File: src/rtl/vcr_pkg.sv
// shared constants and types for the video chip register block
// register map offsets, request codes and sizes; no dependencies
package vcr_pkg;

    localparam int REG_COUNT  = 47;
    localparam int SPRITES    = 8;
    localparam int LINE_TICKS = 64;

    localparam int ADDR_W  = 6;
    localparam int DATA_W  = 8;
    localparam int LINE_W  = 9;
    localparam int CYCLE_W = 6;

    localparam logic [ADDR_W-1:0] ADDR_CTRL1  = 6'h11;
    localparam logic [ADDR_W-1:0] ADDR_RASTER = 6'h12;
    localparam logic [ADDR_W-1:0] ADDR_IRQ    = 6'h19;
    localparam logic [ADDR_W-1:0] ADDR_IRQ_EN = 6'h1A;

    localparam logic [DATA_W-1:0] IRQ_READ_OR  = 8'h70;
    localparam logic [DATA_W-1:0] IRQ_RASTER   = 8'h01;
    localparam logic [DATA_W-1:0] IRQ_SUMMARY  = 8'h80;
    localparam logic [DATA_W-1:0] OUT_OF_RANGE = 8'hFF;

    localparam logic [LINE_W-1:0] LINE_RESET = 9'd200;
    localparam logic [LINE_W-1:0] LPF_RESET  = 9'd312;

    typedef enum logic [1:0] {
        REQ_TICK  = 2'd0,
        REQ_READ  = 2'd1,
        REQ_WRITE = 2'd2
    } req_t;

endpackage

File: src/rtl/video_chip_registers_raster_irq.sv
// video chip register file with raster line counter and raster interrupt
// byte registers in a synchronous memory; uses vcr_pkg
//
// channel   dir  tdata bits (lowest first)                  extra
// s_axis    in   req_type[1:0] address[7:2] write_data[15:8]  -
// m_axis    out  read_data[7:0] irq_line[8] frame_done[9]     zero pad [15:10]
// cfg       in   lines_per_frame[8:0] on cfg_wdata            cfg_we strobe
//
// one item per clock while the output is not stalled; each result appears in the cycle after its input transfer
// the memory read port is registered, the result register holds a stalled result
// synchronous active-low reset; register memory contents read as zero until written
// a stalled result blocks new input only while m_tready is low
module video_chip_registers_raster_irq (
    input  logic        aclk,
    input  logic        aresetn,
    input  logic        s_tvalid,
    output logic        s_tready,
    input  logic [15:0] s_tdata,   // req_type, address, write_data
    output logic        m_tvalid,
    input  logic        m_tready,
    output logic [15:0] m_tdata,   // read_data, irq_line, frame_done, zero pad
    input  logic        cfg_we,
    input  logic [8:0]  cfg_wdata  // lines_per_frame
);

    logic [vcr_pkg::DATA_W-1:0] reg_mem [vcr_pkg::REG_COUNT];
    logic [vcr_pkg::REG_COUNT-1:0] mem_vld_reg, mem_vld_next;

    logic [vcr_pkg::DATA_W-1:0]  mem_rdata_reg;
    logic                        mem_rvld_reg;
    logic [vcr_pkg::DATA_W-1:0]  rd_mask_reg, rd_mask_next;
    logic [vcr_pkg::DATA_W-1:0]  rd_or_reg, rd_or_next;
    logic                        done_reg, done_next;
    logic                        m_tvalid_reg;

    logic [vcr_pkg::DATA_W-1:0]  irq_reg, irq_next;
    logic                        irq_en_reg, irq_en_next;
    logic [vcr_pkg::LINE_W-1:0]  cmp_reg, cmp_next;
    logic [vcr_pkg::LINE_W-1:0]  line_reg, line_next;
    logic [vcr_pkg::CYCLE_W-1:0] cycle_reg, cycle_next;
    logic [vcr_pkg::LINE_W-1:0]  lpf_reg;

    vcr_pkg::req_t               req;
    logic [vcr_pkg::ADDR_W-1:0]  addr;
    logic [vcr_pkg::DATA_W-1:0]  wdata;
    logic                        accept;
    logic                        in_range;
    logic                        line_end;
    logic                        match;
    logic [vcr_pkg::LINE_W-1:0]  line_inc;
    logic                        mem_re;
    logic                        mem_we;
    logic [vcr_pkg::DATA_W-1:0]  mem_data;

    assign req      = vcr_pkg::req_t'(s_tdata[1:0]);
    assign addr     = s_tdata[7:2];
    assign wdata    = s_tdata[15:8];
    assign s_tready = !m_tvalid_reg || m_tready;
    assign accept   = s_tvalid && s_tready;
    assign in_range = ({1'b0, addr} < 7'(vcr_pkg::REG_COUNT));
    assign line_end = ({1'b0, cycle_reg} == 7'(vcr_pkg::LINE_TICKS - 1));
    assign match    = (cmp_reg == line_reg);
    assign line_inc = line_reg + 9'd1;
    assign mem_re   = accept && (req == vcr_pkg::REQ_READ) && in_range;
    assign mem_we   = accept && (req == vcr_pkg::REQ_WRITE) && in_range;

    always_comb begin
        irq_next     = irq_reg;
        irq_en_next  = irq_en_reg;
        cmp_next     = cmp_reg;
        line_next    = line_reg;
        cycle_next   = cycle_reg;
        mem_vld_next = mem_vld_reg;
        rd_mask_next = '0;
        rd_or_next   = '0;
        done_next    = 1'b0;
        if (mem_we) begin
            mem_vld_next[addr] = 1'b1;
        end
        unique case (req)
            vcr_pkg::REQ_TICK: begin
                if (!line_end) begin
                    cycle_next = cycle_reg + 6'd1;
                end else begin
                    cycle_next = '0;
                    if (match) begin
                        irq_next = irq_next | vcr_pkg::IRQ_RASTER;
                        if (irq_en_reg) begin
                            irq_next = irq_next | vcr_pkg::IRQ_SUMMARY;
                        end
                    end
                    if (line_inc == lpf_reg || line_inc == '0) begin
                        line_next = '0;
                        done_next = 1'b1;
                    end else begin
                        line_next = line_inc;
                    end
                end
            end
            vcr_pkg::REQ_READ: begin
                if (!in_range) begin
                    rd_or_next = vcr_pkg::OUT_OF_RANGE;
                end else if (addr == vcr_pkg::ADDR_CTRL1) begin
                    rd_mask_next = 8'h7F;
                    rd_or_next   = {line_reg[8], 7'd0};
                end else if (addr == vcr_pkg::ADDR_RASTER) begin
                    rd_or_next = line_reg[7:0];
                end else if (addr == vcr_pkg::ADDR_IRQ) begin
                    rd_or_next = irq_reg | vcr_pkg::IRQ_READ_OR;
                end else begin
                    rd_mask_next = 8'hFF;
                end
            end
            vcr_pkg::REQ_WRITE: begin
                if (in_range) begin
                    if (addr == vcr_pkg::ADDR_CTRL1) begin
                        cmp_next = {wdata[7], cmp_reg[7:0]};
                    end else if (addr == vcr_pkg::ADDR_RASTER) begin
                        cmp_next = {cmp_reg[8], wdata};
                    end else if (addr == vcr_pkg::ADDR_IRQ) begin
                        irq_next = irq_reg & ~wdata;
                    end else if (addr == vcr_pkg::ADDR_IRQ_EN) begin
                        irq_en_next = wdata[0];
                    end
                end
            end
            default: begin
            end
        endcase
    end

    // register memory, one write or one read per cycle
    always_ff @(posedge aclk) begin
        if (mem_we) begin
            reg_mem[addr[$clog2(vcr_pkg::REG_COUNT)-1:0]] <= wdata;
        end
        if (mem_re) begin
            mem_rdata_reg <= reg_mem[addr[$clog2(vcr_pkg::REG_COUNT)-1:0]];
            mem_rvld_reg  <= mem_vld_reg[addr];
        end
    end

    always_ff @(posedge aclk) begin
        if (!aresetn) begin
            m_tvalid_reg <= 1'b0;
            mem_vld_reg  <= '0;
            irq_reg      <= '0;
            irq_en_reg   <= 1'b0;
            cmp_reg      <= '0;
            line_reg     <= vcr_pkg::LINE_RESET;
            cycle_reg    <= '0;
            lpf_reg      <= vcr_pkg::LPF_RESET;
        end else begin
            if (cfg_we) begin
                lpf_reg <= cfg_wdata;
            end
            if (accept) begin
                m_tvalid_reg <= 1'b1;
                mem_vld_reg  <= mem_vld_next;
                irq_reg      <= irq_next;
                irq_en_reg   <= irq_en_next;
                cmp_reg      <= cmp_next;
                line_reg     <= line_next;
                cycle_reg    <= cycle_next;
            end else if (m_tready) begin
                m_tvalid_reg <= 1'b0;
            end
        end
    end

    always_ff @(posedge aclk) begin
        if (accept) begin
            rd_mask_reg <= rd_mask_next;
            rd_or_reg   <= rd_or_next;
            done_reg    <= done_next;
        end
    end

    assign mem_data = mem_rvld_reg ? mem_rdata_reg : '0;
    assign m_tvalid = m_tvalid_reg;
    assign m_tdata  = {6'd0, done_reg, irq_reg[7], (mem_data & rd_mask_reg) | rd_or_reg};

`ifndef SYNTHESIS
    a_cycle_range: assert property (@(posedge aclk) disable iff (!aresetn)
        {1'b0, cycle_reg} <= 7'(vcr_pkg::LINE_TICKS - 1))
        else $error("line cycle counter out of range");

    a_raster_latch: assert property (@(posedge aclk) disable iff (!aresetn)
        accept && req == vcr_pkg::REQ_TICK && line_end && match |=> irq_reg[0])
        else $error("raster match did not latch interrupt");

    a_done_zero: assert property (@(posedge aclk) disable iff (!aresetn)
        accept && done_next |=> line_reg == '0)
        else $error("frame wrap did not clear raster line");

    a_done_no_data: assert property (@(posedge aclk) disable iff (!aresetn)
        m_tvalid_reg && done_reg |-> m_tdata[7:0] == '0)
        else $error("frame wrap result carries read data");

    a_stall_hold: assert property (@(posedge aclk) disable iff (!aresetn)
        m_tvalid_reg && !m_tready |=> m_tvalid_reg && $stable(rd_mask_reg)
            && $stable(irq_reg))
        else $error("stalled result changed");
`endif

endmodule
File: config.mk
export PLATFORM = sky130hd
export DESIGN_NAME = video_chip_registers_raster_irq
export DESIGN_NICKNAME = d
export VERILOG_FILES = /design/src/rtl/vcr_pkg.sv /design/src/rtl/video_chip_registers_raster_irq.sv
export SDC_FILE = /design/constraint.sdc
export NUM_CORES = 1
export LEC_CHECK = 0
export ABC_AREA = 0
export ABC_CLOCK_PERIOD_IN_PS = 3600
export BUFFER_PORTS_ARGS = -buffer_cell sky130_fd_sc_hd__buf_2
export CAP_MARGIN = 5
export CORE_ASPECT_RATIO = 0.9
export CORE_MARGIN = 10
export CORE_UTILIZATION = 51
export CTS_CLUSTER_SIZE = 24
export DETAILED_ROUTE_END_ITERATION = 10
export PLACE_DENSITY_LB_ADDON = 0.3
export SLEW_MARGIN = 20
export SYNTH_ARGS = -nofsm -noshare
export SYNTH_HDL_FRONTEND = slang
export SYNTH_SLANG_ARGS = --single-unit
File: constraint.sdc
create_clock -name aclk -period 3.6 [get_ports aclk]
set_input_delay 1.08 -clock aclk [delete_from_list [all_inputs] [get_ports aclk]]
set_output_delay 1.08 -clock aclk [all_outputs]
set_load 0.01 [all_outputs]
# Word-level counts from Yosys, hierarchy flattened
# Memories as Yosys holds them, arrays and structs flattened. A register that Yosys moved wholly into a read port is not among the register bits.
# Cells that the tools add are included.
# W data, S select, Z words.
# classes
muxes,29
n_eq_ne,16
n_reduce_logical,25
n_lt_le_gt_ge,3
addsub,2
bitwise_logic,11
# ops
cell,n
$mux W8,14
$or A47 B47 Y47,1
$eq A6 B5 Y1 const B,4
$eq A9 B9 Y1,2
$mux W9,2
$and A8 B8 Y8,2
$pmux W8 S2,1
$mux W7,2
$reduce_and A7 Y1,2
$ne A2 B2 Y1 const B,6
$add A9 B1 Y9 const B,1
$logic_not A9 Y1,1
$reduce_and A9 Y1,1
$not A8 Y8,1
$or A8 B8 Y8,1
$reduce_and A2 Y1,4
$reduce_and A8 Y1,1
$lt A6 B7 Y1 const B,1
$mux W1,7
$add A6 B1 Y6 const B,1
$bmux W1 S6,1
$demux W1 S6,1
$eq A6 B6 Y1 const B,1
$ge A6 B1 Y1 const B,1
15 further kinds,27
# totals
mem_bits_rw,376
word_cells,103
memories,1
inputBits,30
ff_bits,108
# mem_list
memory,depth,word_bits,read_ports,rd_ports_with_merged_regs,write_ports,line,rtl
reg_mem,47,8,1,1,1,video_chip_registers_raster_irq.sv:26,logic [vcr_pkg::DATA_W-1:0] reg_mem [vcr_pkg::REG_COUNT];

# Depth between registers and ports, before layout
# Gate-level depths: netlist of the first run.
# logic_depth
word_depth,7
ltp_mapped,11
mapped_depth_nobuf,7

# Worst setup path before layout of the first run
# Ideal clock, no wire load.
# synth_timing
path_kind,input -> register
from,input s_tdata[2]
to,memory reg_mem[15][0] (netlist name) (enable)
t_arrival_ps,2850
setup_slack_ps,364
path_buffers,3
required_ps,3214
cell_stages,7
path_cell_list,buf_2 -> buf_2 -> buf_2 -> and3_1 -> and2_1 -> nand3_1 -> nor3_1
# synth_between
elab_chain_len,4
# synth_rtl
item,line,rtl
"start, declared",video_chip_registers_raster_irq.sv:18,"input logic [15:0] s_tdata,"
$lt A6 B6 Y1,video_chip_registers_raster_irq.sv:60,"assign in_range = ({1'b0, addr} < 7'(vcr_pkg::REG_COUNT));"
$logic_and A1 B1 Y1,video_chip_registers_raster_irq.sv:65,assign mem_we = accept && (req == vcr_pkg::REQ_WRITE) && in_range;
$mux W1,video_chip_registers_raster_irq.sv:134,if (mem_we) begin
$mux W1 (not written as such),video_chip_registers_raster_irq.sv:135,reg_mem[addr[$clog2(vcr_pkg::REG_COUNT)-1:0]] <= wdata;
"end, declared",video_chip_registers_raster_irq.sv:26,
# Several ways; a longest one is shown, not always the timed one.

# Worst setup path after layout of the first run
# layout_timing
from,register line_reg[1] (netlist name)
to,register line_reg[6] (netlist name)
# layout_between
elab_chain_len,4
word_cells_on_any_way,5
classes_between,add/sub: 1; eq/ne: 1; mux: 1; reduce/logical: 2
# layout_rtl
item,line,rtl
"start, declared",video_chip_registers_raster_irq.sv:39,"logic [vcr_pkg::LINE_W-1:0] line_reg, line_next;"
"start signal, assigned",video_chip_registers_raster_irq.sv:150,line_reg <= vcr_pkg::LINE_RESET;
"start signal, assigned",video_chip_registers_raster_irq.sv:163,line_reg <= line_next;
$add A9 B1 Y9 (*),video_chip_registers_raster_irq.sv:63,assign line_inc = line_reg + 9'd1;
$eq A9 B9 Y1 / $logic_not A9 Y1 (equally long branches),video_chip_registers_raster_irq.sv:92,if (line_inc == lpf_reg || line_inc == '0) begin
$logic_or A1 B1 Y1,video_chip_registers_raster_irq.sv:92,
$mux W9 (*),video_chip_registers_raster_irq.sv:92,
# Mark *: on every way between the ends. The rest lies on a longest branch, timed or not.
# A chain may end at the register's enable or synchronous reset.

==> results.cfg, run 1 <==
[finish]
final_cells = 1928
drive_gt1_frac = 0.198
diodes = 0
area_growth_pct = 14.4
nets = 1439
largest_reg_flops = 376

[sta]
fin_crit_ps = 3070
tightest_slew_ps = 1060
timing.final.ws_setup_ps = 534
rsz0062_at_grt = false
relSlewSlack = 0.294
setup_violations = 0
hold_viol_final = 0
fin_worst_skew_ps = 16.2
fin_crit_sh = 0.852
setup_tns_ps = 0
max_freq_ghz = 0.326
slew_violations = 0

[worst_setup_path]
r2r_cells = 7
crit_buf_inv = 0
critPathCaptureType = flop
crit_type = reg -> reg
worstReg2RegEnd = line_reg[6]
slowest_stage = or4b_1
crit_required_ps = 4040
cp_max_fo = 10
arrival_ps = 3510
ff2ff_setup_slack_ps = 530
critPathMostFrequentCell = or4b_1
crit_path_start_kind = flop
cp_slowest_stage_delay_ps = 690
cp_cell_sequence = ha_1, and3_1, a31oi_1, or4b_1, or4b_1, a221oi_2, o21ai_1
path_delay_family = simple AND/OR/NAND/NOR gates
r2r_start = line_reg[1]

[die]
rows = 67
dieArea_um2 = 46400
core_um2 = 37500
die_width_um = 226
io_pins = 48
die_h_um = 205
start_util = 0.520

[hold_path]
min_to = mem_vld_reg[20]
hp-start = mem_vld_reg[20]
hold_class = reg -> reg
whs_path_depth = 1

[power]
power_density_nw_per_um2 = 521
p_int_mw = 9.12
p_comb_frac = 0.055
peakVddDrop_mv = 0.302
power_frac_seq = 0.523
clkPwrFrac = 0.422
p_sw_frac = 0.215
switching_power_mw = 2.49
leakage_nw = 7.59

[clock_network]
h-tree-depth = 2
root_buffer = clkbuf_16
clk_latency_ps = 570
cts_tree = built
cts_resized = 0
cts_sinks = 483
clk_pin_slew_ps = 60
hold_buffers = 0
cts_setup_buffers = 0
clock_path_buffers = 3
cts_made_buffers = 47

[logic_synthesis]
avgSynthCellArea_um2 = 15.0
synth.most_common_cell = edfxtp_1
ys_seq_area_frac = 0.700
postSynth.asyncResetShare = 0
syn_area_um2 = 19500
synth_edf_count = 396
synth_area_leaders = edfxtp_1 61%, dfxtp_1 8.9%, mux4_2 6.2%
ys.flop_type = edfxtp_1
synthTopCellsByCount = 396 x edfxtp_1, 113 x nor2_1, 91 x nand2_1, 87 x dfxtp_1
syn_inst = 1302
yosys.area.top_type_share = 0.610
synth_seq_cells = 483
ys_warn_count = 0
ys_types = 68
yosys.area.top_type = edfxtp_1

[global_route]
first_global_vias = 11763
gr-usage-all-layers = 0.221
grt_max_degree = 66
grt_pass1_wl_um = 76800
antenna_found_initial = 1
grt.overflow.total = 0

[placement]
dp_slack_ps = 75.8
dp.cells = 1840
place_congestion = 0.944
dp_hpwl_um = 33400
port_buffers = 41

[route]
wl_um = 52000
dr_total_vias = 12260
drc = 0
drt_pass1_iterations = 6
post_drt_wl_per_cell_um = 27.0
antenna_left = 0
dr.first_iter.drc_count = 1738
viasPerCell = 6.36

[status]
status = complete, no violations

[flow_run]
drv_cap = 0
==> metrics by stage <==
| step | hold slack [ps] | power (mW) | cell area, um^2 | utilization |
|---|---|---|---|---|
| after CTS | 463 | 11.6 | 22300 | 0.595 |
| final | 463 | 11.6 | 22300 | 0.595 |
| after floorplan | 435 | 6.53 | 19500 | - |
| after detailed placement | 448 | 6.82 | 20700 | 0.554 |
| after global placement | 442 | 6.81 | 20700 | 0.554 |
| after global routing | 476 | 11.9 | 22300 | 0.595 |
==> cell families after synthesis <==
| group | after synthesis | share of synthesized area |
|---|---|---|
| and+or+nand+nor | 302 | 0.0701 |
| adders and majority gates | 3 | 0.00193 |
| DFF | 483 | 0.700 |
| muxes | 118 | 0.0964 |
| xor gates and xnor gates | 22 | 0.00989 |
| AOI/OAI and AO/OA | 272 | 0.0985 |
| other | 1 | 0.000192 |
| buffers and inverters | 101 | 0.0232 |
==> worst max path at each step <==
stage                      from                to  slack, ps  cells after the start
global placement     s_tdata[4]  mem_rdata_reg[6]        120                      8
CTS                 line_reg[1]       line_reg[6]        560                      7
global route        line_reg[1]       line_reg[6]        310                      7
finish              line_reg[1]       line_reg[6]        530                      7
floorplan            s_tdata[2]    reg_mem[15][0]        360                      7
detailed placement   s_tdata[4]  mem_rdata_reg[6]         80                      8
==> metal layers <==
metal	up-vias	share of wire	global-route usage
met4	2	0.031	0.0790
met2	729	0.46	0.334
met3	94	0.10	0.0455
met5	-	0.00019	0
met1	6148	0.41	0.314
li1	5287	-	-
==> power by group through the flow <==
stage	sequential (mW)	clock, mW	combinational [mW]
finish	6.07	4.90	0.642
global route	6.07	5.18	0.674
CTS	6.07	4.94	0.631
detailed placement	6.19	0	0.629
global placement	6.19	0	0.620
floorplan	6.19	0	0.338
==> final cells by class <==
type                       instances  area [um^2]
fill                            2797        15200
sequential                       483        13600
multi-input combinational        723         5420
clock buffer                      73         1380
timing repair buffer             141         1060
tap                              483          604
clock inverter                    15          166
inverter                          10         37.5
==> cell usage in the layout (no fill, tap or decap), types with 6 or more instances in the layout <==
cell type  instances
clkbuf_8           8
mux4_2            54
mux2i_1           47
buf_4             96
a31oi_1            7
edfxtp_1         396
o311ai_0           6
nor3_1             9
o211ai_1          13
nand3_1           25
a22oi_1           25
nand2_1           91
a211oi_1           7
inv_1              8
conb_1             6
a221oi_1          28
clkbuf_1          17
nor2_1           113
xor2_1            15
a21oi_1           54
and2_1             9
o21ai_0           39
buf_12             7
o21a_1            38
nor4_1             9
clkbuf_16         48
and3_1            10
xnor2_1            7
a22o_1            10
a21o_1             8
dfxtp_1           87
buf_2             37
mux2_2            17
nor2b_1           12
Note: power is estimated with default switching activity, not from simulation.
==> run 2, diff against run 1 <==
--- a/config.mk
+++ b/config.mk
@@ -5,7 +5,7 @@
 export SDC_FILE = /design/constraint.sdc
 export NUM_CORES = 1
 export LEC_CHECK = 0
-export ABC_AREA = 0
+export ABC_AREA = 1
 export ABC_CLOCK_PERIOD_IN_PS = 3600
 export BUFFER_PORTS_ARGS = -buffer_cell sky130_fd_sc_hd__buf_2
 export CAP_MARGIN = 5
==> results.cfg, run 2 <==
[logic_synthesis]
synthTopCellsByCount = 496 x nand2_1, 396 x edfxtp_1, 134 x inv_1, 127 x a21oi_1, 123 x o21ai_0
postSynth.asyncResetShare = 0
ys_types = 45
yosys.area.top_type = edfxtp_1
synth_edf_count = 396
syn_area_um2 = 19800
ys_seq_area_frac = 0.688
ys_warn_count = 0
synth_seq_cells = 483
syn_inst = 1822
yosys.area.top_type_share = 0.600
avgSynthCellArea_um2 = 10.9
ys.flop_type = edfxtp_1
synth_area_leaders = edfxtp_1 60%, nand2_1 9.4%, dfxtp_1 8.8%
synth.most_common_cell = nand2_1

[worst_setup_path]
cp_max_fo = 9
crit_buf_inv = 3
cp_slowest_stage_delay_ps = 470
critPathCaptureType = flop
crit_path_start_kind = primary input
slowest_stage = nor2_1
cp_cell_sequence = buf_2, inv_2, nand2_2, nor2_1, nand2_1, nor2_4, buf_4
r2r_cells = 12
crit_type = in -> reg
worstReg2RegEnd = line_reg[8]
arrival_ps = 3040
r2r_start = line_reg[1]
crit_required_ps = 3870
ff2ff_setup_slack_ps = 1260
path_delay_family = simple AND/OR/NAND/NOR gates

[sta]
relSlewSlack = 0.387
fin_crit_ps = 2770
slew_violations = 0
setup_violations = 0
fin_worst_skew_ps = 24.4
timing.final.ws_setup_ps = 829
rsz0062_at_grt = false
setup_tns_ps = 0
hold_viol_final = 0
fin_crit_sh = 0.770
tightest_slew_ps = 919
max_freq_ghz = 0.361

[route]
drc = 0
drt_pass1_iterations = 6
dr.first_iter.drc_count = 1666
post_drt_wl_per_cell_um = 21.8
wl_um = 53200
dr_total_vias = 14091
antenna_left = 0
viasPerCell = 5.76

[placement]
port_buffers = 41
place_congestion = 0.976
dp_slack_ps = 364
dp_hpwl_um = 34500

[clock_network]
cts_resized = 0
hold_buffers = 0
root_buffer = clkbuf_16
clk_pin_slew_ps = 60
cts_tree = built
cts_setup_buffers = 0
cts_made_buffers = 47
clk_latency_ps = 580
cts_sinks = 483
clock_path_buffers = 3
h-tree-depth = 2

[global_route]
grt.overflow.total = 0
grt_max_degree = 80
grt_pass1_wl_um = 81300
antenna_found_initial = 1
first_global_vias = 13740
gr-usage-all-layers = 0.219

[finish]
fin_util = 0.583
fillers = 3166
nets = 1914
area_growth_pct = 12.8
layout_commonest_cell = nand2_1
largest_reg_flops = 376
drive_gt1_frac = 0.112
final_cell_mix = 496 x nand2_1, 396 x edfxtp_1, 134 x inv_1, 127 x a21oi_1, 123 x o21ai_0

[die]
die_width_um = 228
start_util = 0.517
io_pins = 48
dieArea_um2 = 47200
die_h_um = 207
core_um2 = 38400
rows = 68

[hold_path]
whs_path_depth = 2
min_to = mem_vld_reg[37]
hp-start = mem_vld_reg[37]
hold_class = reg -> reg

[status]
status = complete, no violations

[flow_run]
drv_cap = 0

[power]
power_density_nw_per_um2 = 527
leakage_nw = 8.42
peakVddDrop_mv = 0.531
total_power_mw = 11.8
==> run 2: cell types whose count changed after synthesis, moves of 28 or more <==
cell,change
a221oi_1,-28
nand3_1,+60
inv_1,+126
o21ai_0,+84
a21oi_1,+73
nand2_1,+405
mux2i_1,-35
mux4_2,-54
o21a_1,-38
==> run 2: kinds of logic after synthesis <==
| family | count (synthesis) | synth area share |
|---|---|---|
| simple gates | 738 | 0.154 |
| fa+ha+maj | 3 | 0.00189 |
| buf+inv | 240 | 0.0501 |
| compound gates | 336 | 0.0958 |
| mux | 12 | 0.00606 |
| xor+xnor | 9 | 0.00398 |
| flops | 483 | 0.688 |
| other cells | 1 | 0.000189 |
==> run 2: worst min-delay path, stage by stage (launching register included) <==
cell and delay (ps):
dfxtp_1 310, inv_1 50, a21oi_1 50
==> run 2: stage by stage <==
| stage | instances | cell area (um^2) | hold WS [ps] |
|---|---|---|---|
| detailed placement | 2357 | 20800 | 443 |
| floorplan | 1827 | 19800 | 427 |
| CTS | 2445 | 22400 | 453 |
| finish | 2446 | 22400 | 454 |
| global route | 2446 | 22400 | 475 |
| global placement | 2357 | 20800 | 437 |
==> run 2: layout make-up <==
type	instances	area (um^2)	share of cell area
timing repair buffer	90	661	0.0296
clock buffer	58	1280	0.0572
multi-input combinational	1104	5220	0.234
inverter	155	583	0.0261
clock inverter	30	318	0.0142
sequential	483	13600	0.610
tap	525	657	0.0294
antenna	1	2.50	0.000112
==> run 2: worst max-delay path by stage <==
| stage | startpoint | endpoint | slack (ps) | cells past startpoint |
|---|---|---|---|---|
| 2_1_floorplan | s_tdata[7] | reg_mem[13][0] | 710 | 6 |
| 3_3_place_gp | s_tdata[7] | reg_mem[18][2] | 390 | 7 |
| 3_5_place_dp | s_tdata[7] | reg_mem[18][1] | 360 | 7 |
| 4_1_cts | s_tdata[7] | reg_mem[18][2] | 940 | 7 |
| 5_1_grt | s_tdata[7] | cmp_reg[0] | 700 | 9 |
| 6_report | s_tdata[7] | reg_mem[18][2] | 830 | 7 |
==> run 2: power by group <==
part           switching, mW  internal [mW]  total [mW]
Sequential            0.0139           6.06        6.08
Clock                   2.10           2.96        5.06
Combinational          0.473          0.169       0.642
Total                   2.59           9.19        11.8
==> run 2: metal layers <==
| layer | vias up | GRT usage | wire length, um |
|---|---|---|---|
| li1 | 6393 | - | - |
| met5 | - | 0 | 0 |
| met4 | 0 | 0.0703 | 1590 |
| met3 | 118 | 0.0434 | 4970 |
| met1 | 6823 | 0.305 | 22500 |
| met2 | 757 | 0.340 | 24100 |
==> run 3, diff against run 2 <==
--- a/config.mk
+++ b/config.mk
@@ -6,7 +6,7 @@
 export NUM_CORES = 1
 export LEC_CHECK = 0
 export ABC_AREA = 1
-export ABC_CLOCK_PERIOD_IN_PS = 3600
+export ABC_CLOCK_PERIOD_IN_PS = 2800
 export BUFFER_PORTS_ARGS = -buffer_cell sky130_fd_sc_hd__buf_2
 export CAP_MARGIN = 5
 export CORE_ASPECT_RATIO = 0.9
==> constraint.sdc (replaced) <==
create_clock -name aclk -period 2.8 [get_ports aclk]
set_input_delay 0.84 -clock aclk [delete_from_list [all_inputs] [get_ports aclk]]
set_output_delay 0.84 -clock aclk [all_outputs]
set_load 0.01 [all_outputs]
==> results.cfg, run 3 (same netlist as run 2, synthesis figures left out) <==
[status]
status = complete, no violations

[power]
peakVddDrop_mv = 0.601
leakage_nw = 8.75
power_density_nw_per_um2 = 664
total_power_mw = 15.3

[placement]
place_congestion = 0.980
port_buffers = 41
dp_hpwl_um = 36300

[finish]
diodes = 0
final_cell_mix = 496 x nand2_1, 396 x edfxtp_1, 134 x inv_1, 127 x a21oi_1, 123 x o21ai_0
multi_input_area_um2 = 5220
largest_reg_flops = 376
layout_commonest_cell = nand2_1
seq_area_um2 = 13600
fillers = 3012
drive_gt1_frac = 0.139
nets = 1970
area_growth_pct = 16.0

[die]
io_pins = 48
die_h_um = 207
start_util = 0.517
rows = 68
dieArea_um2 = 47200
die_width_um = 228
core_um2 = 38400

[route]
viasPerCell = 5.68
wl_um = 53900
post_drt_wl_per_cell_um = 21.5
drc = 0
drt_pass1_iterations = 8
dr.first_iter.drc_count = 1806
antenna_left = 0
dr_total_vias = 14194

[clock_network]
clock_path_buffers = 3
cts_made_buffers = 48
cts_tree = built
cts_setup_buffers = 0
clk_pin_slew_ps = 60
hold_buffers = 0
h-tree-depth = 2
clk_latency_ps = 560
root_buffer = clkbuf_16
cts_resized = 0
cts_sinks = 483

[global_route]
grt_pass1_wl_um = 82000
busiest_layer = met2
use_met1 = 0.306
grt_max_degree = 56
grtUsageMet3 = 0.0414
first_global_vias = 13752
grtUsageMet2 = 0.353
antenna_found_initial = 1
gr-usage-all-layers = 0.221
grt.overflow.total = 0

[sta]
fin_worst_skew_ps = 12.3
fin_crit_sh = 0.866
setup_violations = 0
slew_violations = 0
rsz0062_at_grt = false
hold_viol_final = 0
fin_crit_ps = 2430
relSlewSlack = 0.470
hold_slack_ps = 447
max_freq_ghz = 0.412
tightest_slew_ps = 792

[worst_setup_path]
critPathCaptureType = output port
slowest_stage = edfxtp_1
r2r_start = line_reg[1]
crit_path_start_kind = flop
worstReg2RegEnd = done_reg
ff2ff_setup_slack_ps = 540
arrival_ps = 1590
path_delay_family = flip-flops
cp_cell_sequence = a31o_2, buf_2
r2r_cells = 11
crit_required_ps = 1960
cp_slowest_stage_delay_ps = 550
crit_buf_inv = 1
crit_type = reg -> out
cp_max_fo = 8

[flow_run]
drv_cap = 0

[hold_path]
min_to = mem_vld_reg[45]
whs_path_depth = 2
hp-start = mem_vld_reg[45]
hold_class = reg -> reg
run 3: metrics by stage:
stage,setup WS [ps],utilization,setup TNS (ps),instances,instance area [um^2]
CTS,367,0.599,0,2501,23000
detailed placement,-19.1,0.557,-422,2412,21400
global route,286,0.599,0,2501,23000
global placement,-26.0,0.557,-271,2412,21400
finish,375,0.599,0,2501,23000
floorplan,151,-,0,1827,19800
run 3: area by class of cell:
type,count,area share
tap,525,0.0286
inverter,155,0.0254
clock buffer,61,0.0583
clock inverter,28,0.0121
multi-input combinational,1104,0.227
sequential,483,0.593
timing repair buffer,145,0.0554
run 3: worst register-to-register path, delay by kind of cell (launching register included):
family | cells | cell delay (ps)
AOI/OAI and AO/OA | 1 | 210
adders and majority gates | 1 | 280
DFF | 1 | 530
and+or+nand+nor | 9 | 1100
run 3: power breakdown:
group | internal [mW] | switching [mW] | total [mW] | leakage [nW]
combinational | 0.256 | 0.626 | 0.882 | 3.68
sequential | 7.79 | 0.0173 | 7.81 | 4.28
clock | 3.85 | 2.73 | 6.58 | 0.793
total | 11.9 | 3.37 | 15.3 | 8.75
run 3: worst max-delay path by stage:
| stage | start | endpoint | slack, ps | depth (start not counted) |
|---|---|---|---|---|
| finish | mem_rvld_reg | m_tdata[6] | 370 | 2 |
| global route | line_reg[1] | done_reg | 290 | 11 |
| CTS | mem_rvld_reg | m_tdata[6] | 370 | 2 |
| detailed placement | s_tdata[2] | reg_mem[6][5] | -20 | 11 |
| global placement | s_tdata[2] | reg_mem[6][5] | -30 | 11 |
| floorplan | s_tdata[7] | reg_mem[13][0] | 150 | 6 |
run 3: layer usage:
metal / wire, um / up-vias
met5: 13 / -
met2: 25200 / 661
met3: 4690 / 106
met1: 22800 / 6925
met4: 1210 / 2
li1: - / 6500
